===== src/design/dfs_pkg.sv =====
// ----------------------------------------------------------------------------
// dfs_pkg: shared types and constants for the depth-first edge classifier
// Holds the edge class codes and the sequencer state type.
// ----------------------------------------------------------------------------
package dfs_pkg;

    typedef enum logic [1:0] {
        CLASS_FORWARD = 2'd0,
        CLASS_BACK    = 2'd1,
        CLASS_CROSS   = 2'd2
    } edge_class_t;

    typedef enum logic [3:0] {
        ST_LOAD,
        ST_APPEND,
        ST_CLEAR,
        ST_ENTER,
        ST_TOP,
        ST_TOP_WAIT,
        ST_EDGE_WAIT,
        ST_VIS_WAIT,
        ST_OUT_NODE,
        ST_OUT_HEAD,
        ST_OUT_EDGE,
        ST_OUT_TIMES,
        ST_OUT_EMIT
    } seq_state_t;

endpackage


===== src/design/dfs_edge_if.sv =====
// ----------------------------------------------------------------------------
// dfs_edge_if: valid/ready channel for input edges
// Carries one directed edge per beat.
// ----------------------------------------------------------------------------
interface dfs_edge_if;
    logic       valid;
    logic       ready;
    logic [5:0] source_node;
    logic [5:0] target_node;
    logic       last_edge;

    modport source (output valid, source_node, target_node, last_edge, input ready);
    modport sink   (input valid, source_node, target_node, last_edge, output ready);
endinterface


===== src/design/dfs_result_if.sv =====
// ----------------------------------------------------------------------------
// dfs_result_if: valid/ready channel for classified edges
// Carries one classified edge per beat.
// ----------------------------------------------------------------------------
interface dfs_result_if;
    logic       valid;
    logic       ready;
    logic [5:0] edge_from;
    logic [5:0] edge_to;
    logic [1:0] edge_class;
    logic       last_result;

    modport source (output valid, edge_from, edge_to, edge_class, last_result, input ready);
    modport sink   (input valid, edge_from, edge_to, edge_class, last_result, output ready);
endinterface


===== src/design/dfs_edge_classifier_top.sv =====
// ----------------------------------------------------------------------------
// dfs_edge_classifier_top: depth-first edge classifier
// Stores directed edges in per-node linked lists, runs an iterative depth-first
// walk on the last edge and streams out every stored edge with its class.
// ----------------------------------------------------------------------------
//  channel   | dir | beat contents
//  ----------+-----+----------------------------------------------
//  edge_in   | in  | source_node, target_node, last_edge
//  result    | out | edge_from, edge_to, edge_class, last_result
//  cfg       | in  | cfg_we, cfg_wdata (start_node)
//
//  Loading handles each edge as accept (edge write, tail read), then
//  append (head/tail write, old tail link). Before the walk a clearing pass over
//  all MAX_NODES entries wipes the time and visited memories.
//  The walk reads stack top, edge and target visited bit per edge examined,
//  enters and pops each reached node and ends on the empty stack; the output
//  sweep reads each node's head and each edge's times, held by any result stall.
//  rst_n clears control state and head/tail valid bits asynchronously.
//  A stalled result holds in the output register; no input is taken
//  during the append, the walk or the output sweep.
// ----------------------------------------------------------------------------
module dfs_edge_classifier_top #(
    parameter int MAX_NODES = 64,
    parameter int MAX_EDGES = 64
) (
    input  logic        clk,
    input  logic        rst_n,
    input  logic        cfg_we,
    input  logic [5:0]  cfg_wdata,
    dfs_edge_if.sink    edge_in,
    dfs_result_if.source result
);
    import dfs_pkg::*;

    localparam int NW = (MAX_NODES > 64) ? $clog2(MAX_NODES) : 6;
    localparam int EW = (MAX_EDGES > 1) ? $clog2(MAX_EDGES) : 1;
    localparam int CW = EW + 1;          // edge count / link with room for null
    localparam int TW = 7;               // wrapping walk clock
    localparam int DW = $clog2(MAX_NODES) + 1;
    localparam int SW = $clog2(MAX_NODES);

    // ---------------- registers ----------------
    seq_state_t state_reg, state_next;
    logic [5:0]  start_reg;
    logic [CW-1:0] count_reg, count_next;
    logic [TW-1:0] time_reg, time_next;
    logic [DW-1:0] depth_reg, depth_next;
    logic [SW-1:0] idx_reg, idx_next;        // clear sweep / output node index
    logic [NW-1:0] node_reg, node_next;      // node being entered or current top node
    logic [CW-1:0] cur_reg, cur_next;        // cursor of top / output edge
    logic [5:0]    to_reg, to_next;
    logic          any_reg, any_next;        // a result already waits in the staging
    logic          out_valid_reg;
    logic [5:0]    out_from_reg, out_to_reg;
    logic [1:0]    out_class_reg;
    logic          out_last_reg;

    // accepted edge held for the append cycle
    logic [NW-1:0] ap_src_reg;
    logic          ap_ok_reg;
    logic          ap_last_reg;

    // staged result before the output register (needed to flag the last one)
    logic [5:0]    stg_from_reg, stg_to_reg;
    logic [1:0]    stg_class_reg;

    // head/tail valid bits; the lists themselves live in memories
    logic [MAX_NODES-1:0] hv_reg;

    // memories
    logic [5:0]    tgt_mem  [MAX_EDGES];
    logic [CW-1:0] link_mem [MAX_EDGES];
    logic [CW-1:0] head_mem [MAX_NODES];
    logic [CW-1:0] tail_mem [MAX_NODES];
    logic [TW-1:0] ent_mem  [MAX_NODES];
    logic [TW-1:0] lev_mem  [MAX_NODES];
    logic          vis_mem  [MAX_NODES];
    logic [NW-1:0] stn_mem  [MAX_NODES];
    logic [CW-1:0] stc_mem  [MAX_NODES];

    // memory read data
    logic [5:0]    tgt_q;
    logic [CW-1:0] link_q;
    logic [CW-1:0] head_q;
    logic          head_v_q;
    logic [CW-1:0] tail_q;
    logic          vis_q;
    logic [NW-1:0] stn_q;
    logic [CW-1:0] stc_q;
    logic [TW-1:0] ent_a_q, lev_a_q, ent_b_q, lev_b_q;

    // memory controls
    logic          e_re;   logic [EW-1:0] e_ra;
    logic          l_we;   logic [EW-1:0] l_wa;  logic [CW-1:0] l_wd;
    logic          t_we;   logic [EW-1:0] t_wa;
    logic          v_re;   logic [NW-1:0] v_ra;
    logic          v_we;   logic [NW-1:0] v_wa;  logic v_wd;
    logic          en_we;  logic [NW-1:0] en_wa; logic [TW-1:0] en_wd;
    logic          lv_we;  logic [NW-1:0] lv_wa; logic [TW-1:0] lv_wd;
    logic          s_we;   logic [SW-1:0] s_wa;  logic [NW-1:0] s_wn; logic [CW-1:0] s_wc;
    logic          s_re;   logic [SW-1:0] s_ra;
    logic          tm_re;  logic [NW-1:0] tm_a,  tm_b;
    logic          h_re;   logic [NW-1:0] h_ra;
    logic          ht_we;
    logic          ht_clr;
    logic [CW-1:0] head_rd;

    logic          out_free;
    logic          in_fire;
    logic          store_ok;
    logic [NW-1:0] in_src;
    logic          push_stg;
    logic          push_last;
    logic [CW-1:0] null_link;
    logic [1:0]    cls;

    assign null_link = '1;
    assign out_free  = !out_valid_reg || result.ready;
    assign edge_in.ready = (state_reg == ST_LOAD);
    assign in_fire   = edge_in.valid && edge_in.ready;
    assign in_src    = NW'(edge_in.source_node);
    assign store_ok  = (count_reg < CW'(MAX_EDGES))
                       && (32'(edge_in.source_node) < MAX_NODES)
                       && (32'(edge_in.target_node) < MAX_NODES);
    assign ht_we     = (state_reg == ST_APPEND) && ap_ok_reg;
    assign head_rd   = head_v_q ? head_q : null_link;

    assign result.valid       = out_valid_reg;
    assign result.edge_from   = out_from_reg;
    assign result.edge_to     = out_to_reg;
    assign result.edge_class  = out_class_reg;
    assign result.last_result = out_last_reg;

    // ---------------- configuration ----------------
    always_ff @(posedge clk or negedge rst_n)
    begin
        if (!rst_n)
            start_reg <= '0;
        else if (cfg_we)
            start_reg <= cfg_wdata;
    end

    // ---------------- memories ----------------
    always_ff @(posedge clk)
    begin
        if (t_we)
            tgt_mem[t_wa] <= edge_in.target_node;
        if (l_we)
            link_mem[l_wa] <= l_wd;
        if (e_re)
        begin
            tgt_q  <= tgt_mem[e_ra];
            link_q <= link_mem[e_ra];
        end
    end

    always_ff @(posedge clk)
    begin
        if (v_we)
            vis_mem[v_wa] <= v_wd;
        if (v_re)
            vis_q <= vis_mem[v_ra];
        if (en_we)
            ent_mem[en_wa] <= en_wd;
        if (lv_we)
            lev_mem[lv_wa] <= lv_wd;
        if (tm_re)
        begin
            ent_a_q <= ent_mem[tm_a];
            lev_a_q <= lev_mem[tm_a];
            ent_b_q <= ent_mem[tm_b];
            lev_b_q <= lev_mem[tm_b];
        end
    end

    always_ff @(posedge clk)
    begin
        if (s_we)
        begin
            stn_mem[s_wa] <= s_wn;
            stc_mem[s_wa] <= s_wc;
        end
        if (s_re)
        begin
            stn_q <= stn_mem[s_ra];
            stc_q <= stc_mem[s_ra];
        end
    end

    // ---------------- head / tail memories ----------------
    always_ff @(posedge clk or negedge rst_n)
    begin
        if (!rst_n)
            hv_reg <= '0;
        else if (ht_clr)
            hv_reg <= '0;
        else if (ht_we)
            hv_reg[ap_src_reg] <= 1'b1;
    end

    always_ff @(posedge clk)
    begin
        if (ht_we)
        begin
            tail_mem[ap_src_reg] <= count_reg;
            if (!hv_reg[ap_src_reg])
                head_mem[ap_src_reg] <= count_reg;
        end
        if (in_fire)
            tail_q <= tail_mem[in_src];
        if (h_re)
        begin
            head_q   <= head_mem[h_ra];
            head_v_q <= hv_reg[h_ra];
        end
    end

    // ---------------- sequencer registers ----------------
    always_ff @(posedge clk or negedge rst_n)
    begin
        if (!rst_n)
        begin
            state_reg <= ST_LOAD;
            count_reg <= '0;
            time_reg  <= '0;
            depth_reg <= '0;
            idx_reg   <= '0;
            any_reg   <= 1'b0;
            out_valid_reg <= 1'b0;
        end
        else
        begin
            state_reg <= state_next;
            count_reg <= count_next;
            time_reg  <= time_next;
            depth_reg <= depth_next;
            idx_reg   <= idx_next;
            any_reg   <= any_next;
            if (push_stg || push_last)
                out_valid_reg <= 1'b1;
            else if (result.ready)
                out_valid_reg <= 1'b0;
        end
    end

    always_ff @(posedge clk)
    begin
        node_reg <= node_next;
        cur_reg  <= cur_next;
        to_reg   <= to_next;
        if (in_fire)
        begin
            ap_src_reg  <= in_src;
            ap_ok_reg   <= store_ok;
            ap_last_reg <= edge_in.last_edge;
        end
        if (push_stg || push_last)
        begin
            out_from_reg  <= stg_from_reg;
            out_to_reg    <= stg_to_reg;
            out_class_reg <= stg_class_reg;
            out_last_reg  <= push_last;
        end
        if (state_reg == ST_OUT_EMIT && out_free)
        begin
            stg_from_reg  <= 6'(node_reg);
            stg_to_reg    <= to_reg;
            stg_class_reg <= cls;
        end
    end

    // class of the edge whose times were just read
    always_comb
    begin
        if (ent_a_q < ent_b_q && lev_a_q > lev_b_q)
            cls = CLASS_FORWARD;
        else if (ent_b_q < ent_a_q && lev_b_q > lev_a_q)
            cls = CLASS_BACK;
        else
            cls = CLASS_CROSS;
    end

    // ---------------- next state and controls ----------------
    always_comb
    begin
        state_next = state_reg;
        count_next = count_reg;
        time_next  = time_reg;
        depth_next = depth_reg;
        idx_next   = idx_reg;
        node_next  = node_reg;
        cur_next   = cur_reg;
        to_next    = to_reg;
        any_next   = any_reg;
        push_stg   = 1'b0;
        push_last  = 1'b0;
        ht_clr     = 1'b0;
        h_re       = 1'b0;
        h_ra       = node_reg;
        e_re = 1'b0; e_ra = EW'(cur_reg);
        l_we = 1'b0; l_wa = '0; l_wd = null_link;
        t_we = 1'b0; t_wa = '0;
        v_re = 1'b0; v_ra = NW'(to_reg);
        v_we = 1'b0; v_wa = node_reg; v_wd = 1'b1;
        en_we = 1'b0; en_wa = node_reg; en_wd = time_reg;
        lv_we = 1'b0; lv_wa = node_reg; lv_wd = time_reg;
        s_we = 1'b0; s_wa = SW'(depth_reg); s_wn = node_reg; s_wc = cur_reg;
        s_re = 1'b0; s_ra = SW'(depth_reg - DW'(1));
        tm_re = 1'b0; tm_a = node_reg; tm_b = NW'(to_reg);

        unique case (state_reg)
            ST_LOAD:
            begin
                if (in_fire)
                begin
                    if (store_ok)
                    begin
                        // write the edge with a null link; tail read is under way
                        t_we = 1'b1; t_wa = EW'(count_reg);
                        l_we = 1'b1; l_wa = EW'(count_reg); l_wd = null_link;
                    end
                    state_next = ST_APPEND;
                end
            end
            ST_APPEND:
            begin
                if (ap_ok_reg)
                begin
                    // link the old tail to the new edge
                    if (hv_reg[ap_src_reg])
                    begin
                        l_we = 1'b1; l_wa = EW'(tail_q); l_wd = count_reg;
                    end
                    count_next = count_reg + CW'(1);
                end
                if (ap_last_reg)
                begin
                    state_next = ST_CLEAR;
                    idx_next   = '0;
                end
                else
                    state_next = ST_LOAD;
            end
            ST_CLEAR:
            begin
                v_we = 1'b1; v_wa = NW'(idx_reg); v_wd = 1'b0;
                en_we = 1'b1; en_wa = NW'(idx_reg); en_wd = '0;
                lv_we = 1'b1; lv_wa = NW'(idx_reg); lv_wd = '0;
                idx_next = idx_reg + SW'(1);
                if (32'(idx_reg) == MAX_NODES - 1)
                begin
                    time_next  = '0;
                    depth_next = '0;
                    idx_next   = '0;
                    node_next  = NW'(start_reg);
                    h_re       = 1'b1;
                    h_ra       = NW'(start_reg);
                    if (32'(start_reg) < MAX_NODES && count_reg != '0)
                        state_next = ST_ENTER;
                    else if (32'(start_reg) < MAX_NODES)
                    begin
                        // no edges: walk is invisible, nothing to emit
                        state_next = ST_OUT_NODE;
                    end
                    else
                        state_next = ST_OUT_NODE;
                end
            end
            ST_ENTER:
            begin
                // mark, stamp and push node_reg
                v_we = 1'b1; v_wd = 1'b1;
                en_we = 1'b1; en_wd = time_reg;
                time_next = time_reg + TW'(1);
                s_we = 1'b1; s_wn = node_reg; s_wc = head_rd;
                depth_next = depth_reg + DW'(1);
                state_next = ST_TOP;
            end
            ST_TOP:
            begin
                if (depth_reg == '0)
                begin
                    state_next = ST_OUT_NODE;
                    idx_next   = '0;
                end
                else
                begin
                    s_re = 1'b1;
                    state_next = ST_TOP_WAIT;
                end
            end
            ST_TOP_WAIT:
            begin
                node_next = stn_q;
                cur_next  = stc_q;
                if (stc_q >= count_reg || 32'(stc_q) >= MAX_EDGES)
                begin
                    lv_we = 1'b1; lv_wa = stn_q; lv_wd = time_reg;
                    time_next  = time_reg + TW'(1);
                    depth_next = depth_reg - DW'(1);
                    state_next = ST_TOP;
                end
                else
                begin
                    e_re = 1'b1; e_ra = EW'(stc_q);
                    state_next = ST_EDGE_WAIT;
                end
            end
            ST_EDGE_WAIT:
            begin
                // advance the top cursor, probe target
                s_we = 1'b1; s_wa = SW'(depth_reg - DW'(1));
                s_wn = node_reg; s_wc = link_q;
                to_next = tgt_q;
                v_re = 1'b1; v_ra = NW'(tgt_q);
                state_next = ST_VIS_WAIT;
            end
            ST_VIS_WAIT:
            begin
                if (!vis_q)
                begin
                    node_next  = NW'(to_reg);
                    h_re       = 1'b1;
                    h_ra       = NW'(to_reg);
                    state_next = ST_ENTER;
                end
                else
                    state_next = ST_TOP;
            end
            ST_OUT_NODE:
            begin
                node_next = NW'(idx_reg);
                h_re      = 1'b1;
                h_ra      = NW'(idx_reg);
                state_next = ST_OUT_HEAD;
            end
            ST_OUT_HEAD:
            begin
                cur_next = head_rd;
                state_next = ST_OUT_EDGE;
            end
            ST_OUT_EDGE:
            begin
                if (cur_reg >= count_reg || 32'(cur_reg) >= MAX_EDGES)
                begin
                    idx_next = idx_reg + SW'(1);
                    if (32'(idx_reg) == MAX_NODES - 1)
                    begin
                        // flush the held result as the last one
                        if (any_reg)
                        begin
                            if (out_free)
                            begin
                                push_last  = 1'b1;
                                any_next   = 1'b0;
                                ht_clr     = 1'b1;
                                count_next = '0;
                                idx_next   = '0;
                                state_next = ST_LOAD;
                            end
                            else
                                idx_next = idx_reg;
                        end
                        else
                        begin
                            ht_clr     = 1'b1;
                            count_next = '0;
                            idx_next   = '0;
                            state_next = ST_LOAD;
                        end
                    end
                    else
                        state_next = ST_OUT_NODE;
                end
                else
                begin
                    e_re = 1'b1; e_ra = EW'(cur_reg);
                    state_next = ST_OUT_TIMES;
                end
            end
            ST_OUT_TIMES:
            begin
                to_next  = tgt_q;
                cur_next = link_q;
                tm_re = 1'b1; tm_a = node_reg; tm_b = NW'(tgt_q);
                state_next = ST_OUT_EMIT;
            end
            ST_OUT_EMIT:
            begin
                if (out_free)
                begin
                    push_stg   = any_reg;
                    any_next   = 1'b1;
                    state_next = ST_OUT_EDGE;
                end
            end
            default:
                state_next = ST_LOAD;
        endcase
    end

    // ---------------- assertions ----------------
    a_no_input_busy: assert property (@(posedge clk) disable iff (!rst_n)
        (state_reg != ST_LOAD) |-> !edge_in.ready)
        else $error("input taken outside load phase");
    a_count_bound: assert property (@(posedge clk) disable iff (!rst_n)
        32'(count_reg) <= MAX_EDGES)
        else $error("edge count overflow");
    a_depth_bound: assert property (@(posedge clk) disable iff (!rst_n)
        32'(depth_reg) <= MAX_NODES)
        else $error("walk stack overflow");
    a_load_empty_out: assert property (@(posedge clk) disable iff (!rst_n)
        (state_reg == ST_LOAD) |-> !any_reg)
        else $error("staged result left behind");

endmodule

===== src/flat_wrapper.sv =====
// flat-port wrapper written by rule: the top's interface ports become plain ports
module dfs_edge_classifier_top_flat import dfs_pkg::*;
#(
    parameter int MAX_NODES = 64,
    parameter int MAX_EDGES = 64
)
  (clk, rst_n, cfg_we, cfg_wdata, edge_in_valid, edge_in_source_node, edge_in_target_node, edge_in_last_edge, edge_in_ready, result_valid, result_edge_from, result_edge_to, result_edge_class, result_last_result, result_ready);
  dfs_edge_if edge_in_i ();
  dfs_result_if result_i ();
  input  logic clk;
  input  logic rst_n;
  input  logic cfg_we;
  input  logic [5:0] cfg_wdata;
  input wire logic [$bits(edge_in_i.valid)-1:0] edge_in_valid;
  input wire logic [$bits(edge_in_i.source_node)-1:0] edge_in_source_node;
  input wire logic [$bits(edge_in_i.target_node)-1:0] edge_in_target_node;
  input wire logic [$bits(edge_in_i.last_edge)-1:0] edge_in_last_edge;
  output wire logic [$bits(edge_in_i.ready)-1:0] edge_in_ready;
  output wire logic [$bits(result_i.valid)-1:0] result_valid;
  output wire logic [$bits(result_i.edge_from)-1:0] result_edge_from;
  output wire logic [$bits(result_i.edge_to)-1:0] result_edge_to;
  output wire logic [$bits(result_i.edge_class)-1:0] result_edge_class;
  output wire logic [$bits(result_i.last_result)-1:0] result_last_result;
  input wire logic [$bits(result_i.ready)-1:0] result_ready;
  assign edge_in_i.valid = edge_in_valid;
  assign edge_in_i.source_node = edge_in_source_node;
  assign edge_in_i.target_node = edge_in_target_node;
  assign edge_in_i.last_edge = edge_in_last_edge;
  assign edge_in_ready = edge_in_i.ready;
  assign result_valid = result_i.valid;
  assign result_edge_from = result_i.edge_from;
  assign result_edge_to = result_i.edge_to;
  assign result_edge_class = result_i.edge_class;
  assign result_last_result = result_i.last_result;
  assign result_i.ready = result_ready;
  dfs_edge_classifier_top #(.MAX_NODES(MAX_NODES), .MAX_EDGES(MAX_EDGES)) u_core (.clk(clk), .rst_n(rst_n), .cfg_we(cfg_we), .cfg_wdata(cfg_wdata), .edge_in(edge_in_i), .result(result_i));
endmodule

===== config.mk =====
export PLATFORM = sky130hd
export DESIGN_NAME = dfs_edge_classifier_top_flat
export DESIGN_NICKNAME = d
export VERILOG_FILES = /design/src/design/dfs_pkg.sv /design/src/design/dfs_edge_if.sv /design/src/design/dfs_result_if.sv /design/src/design/dfs_edge_classifier_top.sv /design/src/flat_wrapper.sv
export SDC_FILE = /design/constraint.sdc
export NUM_CORES = 2
export LEC_CHECK = 0
export BUFFER_PORTS_ARGS = -buffer_cell sky130_fd_sc_hd__buf_2
export CORE_AREA = 2 2 534 748
export DETAILED_ROUTE_END_ITERATION = 10
export DIE_AREA = 0 0 536 750
export PLACE_DENSITY = 0.61
export SYNTH_ARGS = -nofsm -noshare
export SYNTH_HDL_FRONTEND = slang
export SYNTH_SLANG_ARGS = --single-unit

===== constraint.sdc =====
create_clock -name clk -period 5.1 [get_ports clk]
set_input_delay 1.02 -clock clk [delete_from_list [all_inputs] [get_ports clk]]
set_output_delay 1.02 -clock clk [all_outputs]
set_load 0.05 [all_outputs]

; Word level (Yosys, flattened, before mapping)
; Memories as Yosys holds them, arrays and structs flattened. A register that Yosys moved wholly into a read port is not among the register bits.
; Index checks and enable logic that the tools add are counted.
[word_totals]
ff_bits = 160
ramBits = 3520
memories = 9
[mem_list]
columns = name, depth, word_bits, read_ports, rd_clocked_by_memory_dff, wr, line
row1 = u_core.ent_mem, 64, 7, 2, 2, 1, dfs_edge_classifier_top.sv:75  ; logic [TW-1:0] ent_mem [MAX_NODES];
row2 = u_core.head_mem, 64, 7, 1, 1, 1, dfs_edge_classifier_top.sv:73  ; logic [CW-1:0] head_mem [MAX_NODES];
row3 = u_core.lev_mem, 64, 7, 2, 2, 1, dfs_edge_classifier_top.sv:76  ; logic [TW-1:0] lev_mem [MAX_NODES];
row4 = u_core.link_mem, 64, 7, 1, 1, 1, dfs_edge_classifier_top.sv:72  ; logic [CW-1:0] link_mem [MAX_EDGES];
row5 = u_core.stc_mem, 64, 7, 1, 1, 1, dfs_edge_classifier_top.sv:79  ; logic [CW-1:0] stc_mem [MAX_NODES];
row6 = u_core.tail_mem, 64, 7, 1, 1, 1, dfs_edge_classifier_top.sv:74  ; logic [CW-1:0] tail_mem [MAX_NODES];
row7 = +3 memories, -, -, -, -, -, -
[op_classes]
add_sub_neg = 5
n_lt_le_gt_ge = 12
eq_ne = 25
mux = 121
bitwise = 1
n_reduce_logical = 30
[op_table]
columns = operator, n
row1 = $mux W64, 2
row2 = $mux W6, 21
row3 = $mux W7, 13
row4 = $or A64 B64 Y64, 1
row5 = $pmux W7 S3, 3
row6 = $mux W1, 53
row7 = $pmux W4 S13, 1
row8 = $pmux W6 S4, 2
row9 = $mux W4, 9
row10 = $pmux W7 S2, 2
row11 = $pmux W6 S2, 2
row12 = $add A7 B1 Y7 const B, 3
row13 = $eq A4 B4 Y1 const B, 5
row14 = $pmux W6 S3, 1
row15 = $eq A4 B3 Y1 const B, 4
row16 = $ne A2 B1 Y1 const B, 8
row17 = $ge A7 B7 Y1, 2
row18 = $ge A7 B7 Y1 const B, 2
row19 = $gt A7 B7 Y1, 2
row20 = $lt A6 B7 Y1 const B, 2
row21 = $lt A7 B7 Y1, 2
row22 = $bmux W1 S6, 2
row23 = $reduce_and A5 Y1, 2
row24 = $eq A4 B2 Y1 const B, 2
row25 = 27 further kinds, 48

; Depth between registers and ports, before layout
[depth]
depth_word = 9
depth_mapped = 16
ltp_nobuf = 11

; Least setup slack after synthesis
; OpenSTA, ideal clock, no wires.
[synth_path]
kind = reg2reg
start = register u_core.count_reg[4]
end = register u_core.link_q[1] (read register of u_core.link_mem), data pin
setup_time_ps = 271
arrival_time_ps = 5335
required_ps = 4829
setup_slack_ps = -506
stages_incl_launch_ff = 13
n_path_buf = 2
path_cell_list = dfrtp_1 -> clkinv_1 -> ha_1 -> a21o_1 -> a31oi_1 -> nand2_1 -> a21oi_1 -> mux2i_1 -> clkbuf_1 -> clkbuf_1 -> a221oi_1 -> a211oi_1 -> a2111oi_2
[synth_between]
elab_chain_len = 4
elab_cells_between_ends = 9
cone_classes = order compare: 2 / mux: 5 / reduce/logical: 2
[synth_lines]
columns = element, line
row1 = from (decl), dfs_edge_classifier_top.sv:45  ; logic [CW-1:0] count_reg, count_next;
row2 = from (signal assigned), dfs_edge_classifier_top.sv:234  ; count_reg <= count_next;
row3 = $ge A7 B7 Y1 (on tied branches), "dfs_edge_classifier_top.sv:444, dfs_edge_classifier_top.sv:396"
row4 = $logic_or A1 B1 Y1 (on tied branches), "dfs_edge_classifier_top.sv:444, dfs_edge_classifier_top.sv:396"
row5 = "$mux W1, or another cell as far along", dfs_edge_classifier_top.sv:444  ; if (cur_reg >= count_reg || 32'(cur_reg) >= MAX_EDGES)
row6 = $pmux W1 S2 or $mux W6 (tied branches), -
row7 = to (decl), dfs_edge_classifier_top.sv:83  ; logic [CW-1:0] link_q;
; Several ways; a longest one is shown, not always the timed one.
; A chain may end at the register's enable or synchronous reset.

; Worst setup path after layout
[layout_path]
start = register u_core.state_reg[1]
end = register u_core.head_q[2] (read register of u_core.head_mem), data pin
[layout_between]
elab_chain_len = 2
elab_cells_between_ends = 5
cone_classes = eq/ne: 3 / mux: 2
[layout_lines]
columns = element, line
row1 = from (decl), dfs_edge_classifier_top.sv:43  ; seq_state_t state_reg, state_next;
row2 = from (signal assigned), dfs_edge_classifier_top.sv:233  ; state_reg <= state_next;
row3 = "$eq A4 B4 Y1, or another cell as far along", dfs_edge_classifier_top.sv:311  ; unique case (state_reg)
row4 = $pmux W6 S3 or $pmux W1 S3 (tied branches), dfs_edge_classifier_top.sv:311
row5 = to (decl), dfs_edge_classifier_top.sv:84  ; logic [CW-1:0] head_q;
; Several ways; a longest one is shown, not always the timed one.

==> implementation parameters <==
Parameter                              Value

Worst setup path
  Crit path max-delay cell type ... sky130_fd_sc_hd__a311oi_4
  Kind of cell adding the most delay to the critical path ... compound AO/OA/AOI/OAI gates
  Type of element launching the critical path ... flip-flop
  Cell mode on critical path ... sky130_fd_sc_hd__buf_4
  Worst setup slack for register-to-register paths ... 0.31 ns
  Maximum cell stage delay along the critical path ... 0.84 ns
  Maximum fanout encountered on the critical timing path ... 18
  Data arrival time of the critical path ... 5.55 ns
  Category of the most critical setup path ... reg -> reg
  Critical Path, Cell by Cell ... nor4b_4 -> buf_4 -> a31oi_1 -> buf_4 -> a311oi_4 -> buf_4 -> nor2_2 -> buf_4 -> a32oi_1 -> nand2_1 -> a311oi_1 -> nor4_1 -> nor3_1
  Crit path capture type ... flip-flop
  CP Data Required Time ... 5.86 ns
  Number of buffer and inverter instances along the worst setup path ... 4

GRT
  Wire length of the first global-routing pass ... 603000 um
  Vias in the first global route ... 85800
  Maximum number of pins on one net before global-route repair ... 128
  Antenna violations before repair ... 9
  Overall Global Routing Usage ... 20.3%
  Total congestion overflow ... 0

Place
  Final GP Congestion ... 0.874
  Count of input and output buffers ... 40
  Area post-placement ... 163000 um2
  Instance count after placement with tap cells included ... 13800
  Placement Setup Slack ... 0.481 ns
  Placed wire-length estimate ... 272000 um

Finish
  Final standard cell area without fillers ... 174000 um2
  Cell Count, Final, Fillers Out ... 14400
  Area Overhead vs Synth ... 13.1%
  Layout net count ... 8981
  Fraction of final layout cells with drive strength greater than 1 ... 23.2%
  Filler Cell Count ... 33900
  Core Util, Final ... 43.9%

Power and ir drop
  Part of the power in combinational logic ... 31.2%
  Design internal power ... 60.4 mW
  Overall power consumption ... 89.9 mW
  Leakage dissipation ... 54.9 nW
  Switching power summed over all nets ... 29.5 mW
  Ratio of total power to cell area ... 517 nW/um2
  VDD IR-drop max ... 0.000528 V
  Share of total power consumed by net switching ... 32.8%
  Portion of total power attributed to sequential cells ... 40.8%
  Clock power frac ... 28.0%

STA
  Measured slew at the worst slew-check pin ... 1.32 ns
  Final total negative setup slack ... 0 ns
  Number of failing setup endpoints in the final timing report ... 0
  RSZ-0062 raised after global routing ... false
  Clock Skews ... 0.0756 ns
  Highest Clock Rate ... 209 MHz
  Post-layout worst setup margin ... 0.314 ns
  WHS ... 0.153 ns
  Relative max-transition margin ... 12.2%
  Number of pins exceeding their max-slew limit in the final report ... 0
  Portion of the clock cycle consumed by the worst path in the final layout ... 93.8%
  Period minus WS final ... 4.79 ns
  Hold Violations, Final ... 0

Logic synthesis
  Area of the mapped netlist ... 154000 um2
  Gate Count Post-Synth ... 8572
  Share of flip-flops with an asynchronous set or reset after synthesis ... 2.80%
  Synthesized flop and latch total ... 3684
  Count of distinct cell types in the synthesized netlist ... 88
  Sequential fraction of the synthesis area ... 71.7%
  Synthesized Nets ... 8630
  Number of enable flip-flop cells after synthesis ... 3581
  Top_reg_cell synth ... sky130_fd_sc_hd__edfxtp_1
  Post-Syn Area per Cell ... 17.9 um2
  Syn. warnings ... 0

Routing
  First-pass DRT Iterations ... 6
  DR WL/cell ... 28.8 um
  Detail Route Antenna Nets ... 0
  Total via count in the routed design ... 84100
  Residual DRC count ... 0
  Initial DRC Count ... 9079
  Number of vias per cell after detailed routing ... 5.83
  Routed WL ... 416000 um

Floorplan
  Initial core utilization ... 38.8%
  Die outline area ... 402000 um2
  Die width ... 536 um
  Cell Rows ... 274
  Core Region ... 396000 um2
  Vertical extent of the die ... 750 um
  I/O pin count ... 41

Clock tree
  Number of sinks on the clock net ... 3684
  H-tree levels ... 5
  Clock Tree Buf Depth ... 4
  Clock insertion delay at the later pin of the skew report ... 0.96 ns
  Root buffer cell ... sky130_fd_sc_hd__clkbuf_16
  Number of setup buffers added after CTS ... 0
  TritonCTS clock tree ... done
  # hold bufs at CTS ... 0
  Clock buffer count from CTS ... 340
  Clock slew at the register clock pins of the worst setup and hold paths ... 0.06 ns
  Post-CTS Resized ... 0

Min path
  Class of the worst hold path ... in -> async

Flow run
  Max-cap check violation count ... 0

Run status
  Status ... finished, final reports clean
==> worst paths after layout <==
kind                                                 startpoint                                 end  cells after the start
worst min register to register   u_core.stg_to_reg[3]$_DFFE_PP_  u_core.result.edge_to[3]$_DFFE_PP_                      0
worst min-delay path                                      rst_n     u_core.count_reg[3]$_DFFE_PN0P_                      1
min in group clk                                   cfg_wdata[5]     u_core.start_reg[5]$_DFFE_PN0P_                      2
worst max register to register  u_core.state_reg[1]$_DFFE_PN0P_          u_core.head_q[2]$_DFFE_PP_                     13
max in group asynchronous                                 rst_n       u_core.hv_reg[59]$_DFFE_PN0P_                      2
worst max-delay path            u_core.state_reg[1]$_DFFE_PN0P_          u_core.head_q[2]$_DFFE_PP_                     13
==> final cells by class <==
cell class / count / area, um2 / share of cell area, %
Antenna cell: 4 / 10.0 / 0.00576
Clock buffer: 417 / 9030 / 5.20
Clock inverter: 185 / 1740 / 0.999
Inverter: 85 / 319 / 0.184
Multi-Input combinational cell: 4240 / 41200 / 23.7
Sequential cell: 3684 / 110000 / 63.4
Tap cell: 5244 / 6560 / 3.78
Timing Repair Buffer: 572 / 4810 / 2.77
==> synth_stat cells, drive strengths merged, types with 5 or more instances <==
cell type | n | area, um2
a2111oi | 16 | 219
a211oi | 195 | 1470
a21boi | 5 | 37.5
a21o | 17 | 128
a21oi | 193 | 970
a221o | 29 | 290
a221oi | 83 | 733
a22o | 5 | 52.6
a22oi | 5 | 37.5
a311oi | 63 | 558
a31oi | 102 | 638
a32oi | 23 | 201
and2 | 72 | 453
and3 | 42 | 263
buf | 205 | 998
clkbuf | 358 | 1340
dfrtp | 103 | 2580
edfxtp | 3581 | 108000
ha | 34 | 425
inv | 84 | 315
mux2 | 11 | 128
mux2i | 328 | 3290
mux4 | 956 | 21500
nand2 | 878 | 3300
nand2b | 22 | 138
nand3 | 146 | 731
nand3b | 10 | 91.3
nand4 | 36 | 225
nor2 | 565 | 2160
nor2b | 21 | 131
nor3 | 97 | 490
nor4 | 35 | 219
o211ai | 9 | 67.6
o21a | 13 | 97.6
o21ai | 53 | 265
o221ai | 55 | 482
o22ai | 18 | 113
o31ai | 16 | 120
or2 | 8 | 50.1
or3 | 15 | 93.8
or4 | 6 | 48.8
xnor2 | 14 | 123
==> power groups by stage <==
stage                     logic, mW  clock network, mW  registers [mW]
after floorplan                16.5                  0            37.8
after global placement         27.7                  0            37.3
after detailed placement       28.1                  0            37.3
after CTS                      28.2               25.6            36.7
after global routing           29.3               26.7            36.7
final                          28.0               25.2            36.7
==> cells by family after synthesis <==
logic type               after synthesis  share of synthesized area (%)
AND/OR/NAND/NOR                     1967                           5.56
buffers and inverters                648                           1.73
flip-flops                          3684                           71.7
multiplexers                        1295                           16.2
adder cells (fa/ha/maj)               34                          0.277
AO/OA/AOI/OAI                        927                           4.38
XOR/XNOR                              17                         0.0970
==> layout by cell type, fill, tap and decap left out, types with 95 or more instances in the layout <==
master,count
sky130_fd_sc_hd__edfxtp_1,3581
sky130_fd_sc_hd__mux4_2,956
sky130_fd_sc_hd__nand2_1,868
sky130_fd_sc_hd__nor2_1,546
sky130_fd_sc_hd__buf_4,486
sky130_fd_sc_hd__clkbuf_16,348
sky130_fd_sc_hd__mux2i_1,318
sky130_fd_sc_hd__a211oi_1,193
sky130_fd_sc_hd__a21oi_1,192
sky130_fd_sc_hd__nand3_1,146
sky130_fd_sc_hd__a31oi_1,102
sky130_fd_sc_hd__nor3_1,95
sky130_fd_sc_hd__dfrtp_1,95
==> layer usage <==
metal | vias up | routed length (um) | track usage (%)
met3 | 809 | 25200 | 2.75
met2 | 3481 | 219000 | 36.4
met1 | 44300 | 153000 | 24.4
li1 | 35500 | - | -
met5 | - | 58 | 0
met4 | 8 | 19200 | 8.65
Note: power is estimated with default switching activity, not from simulation.
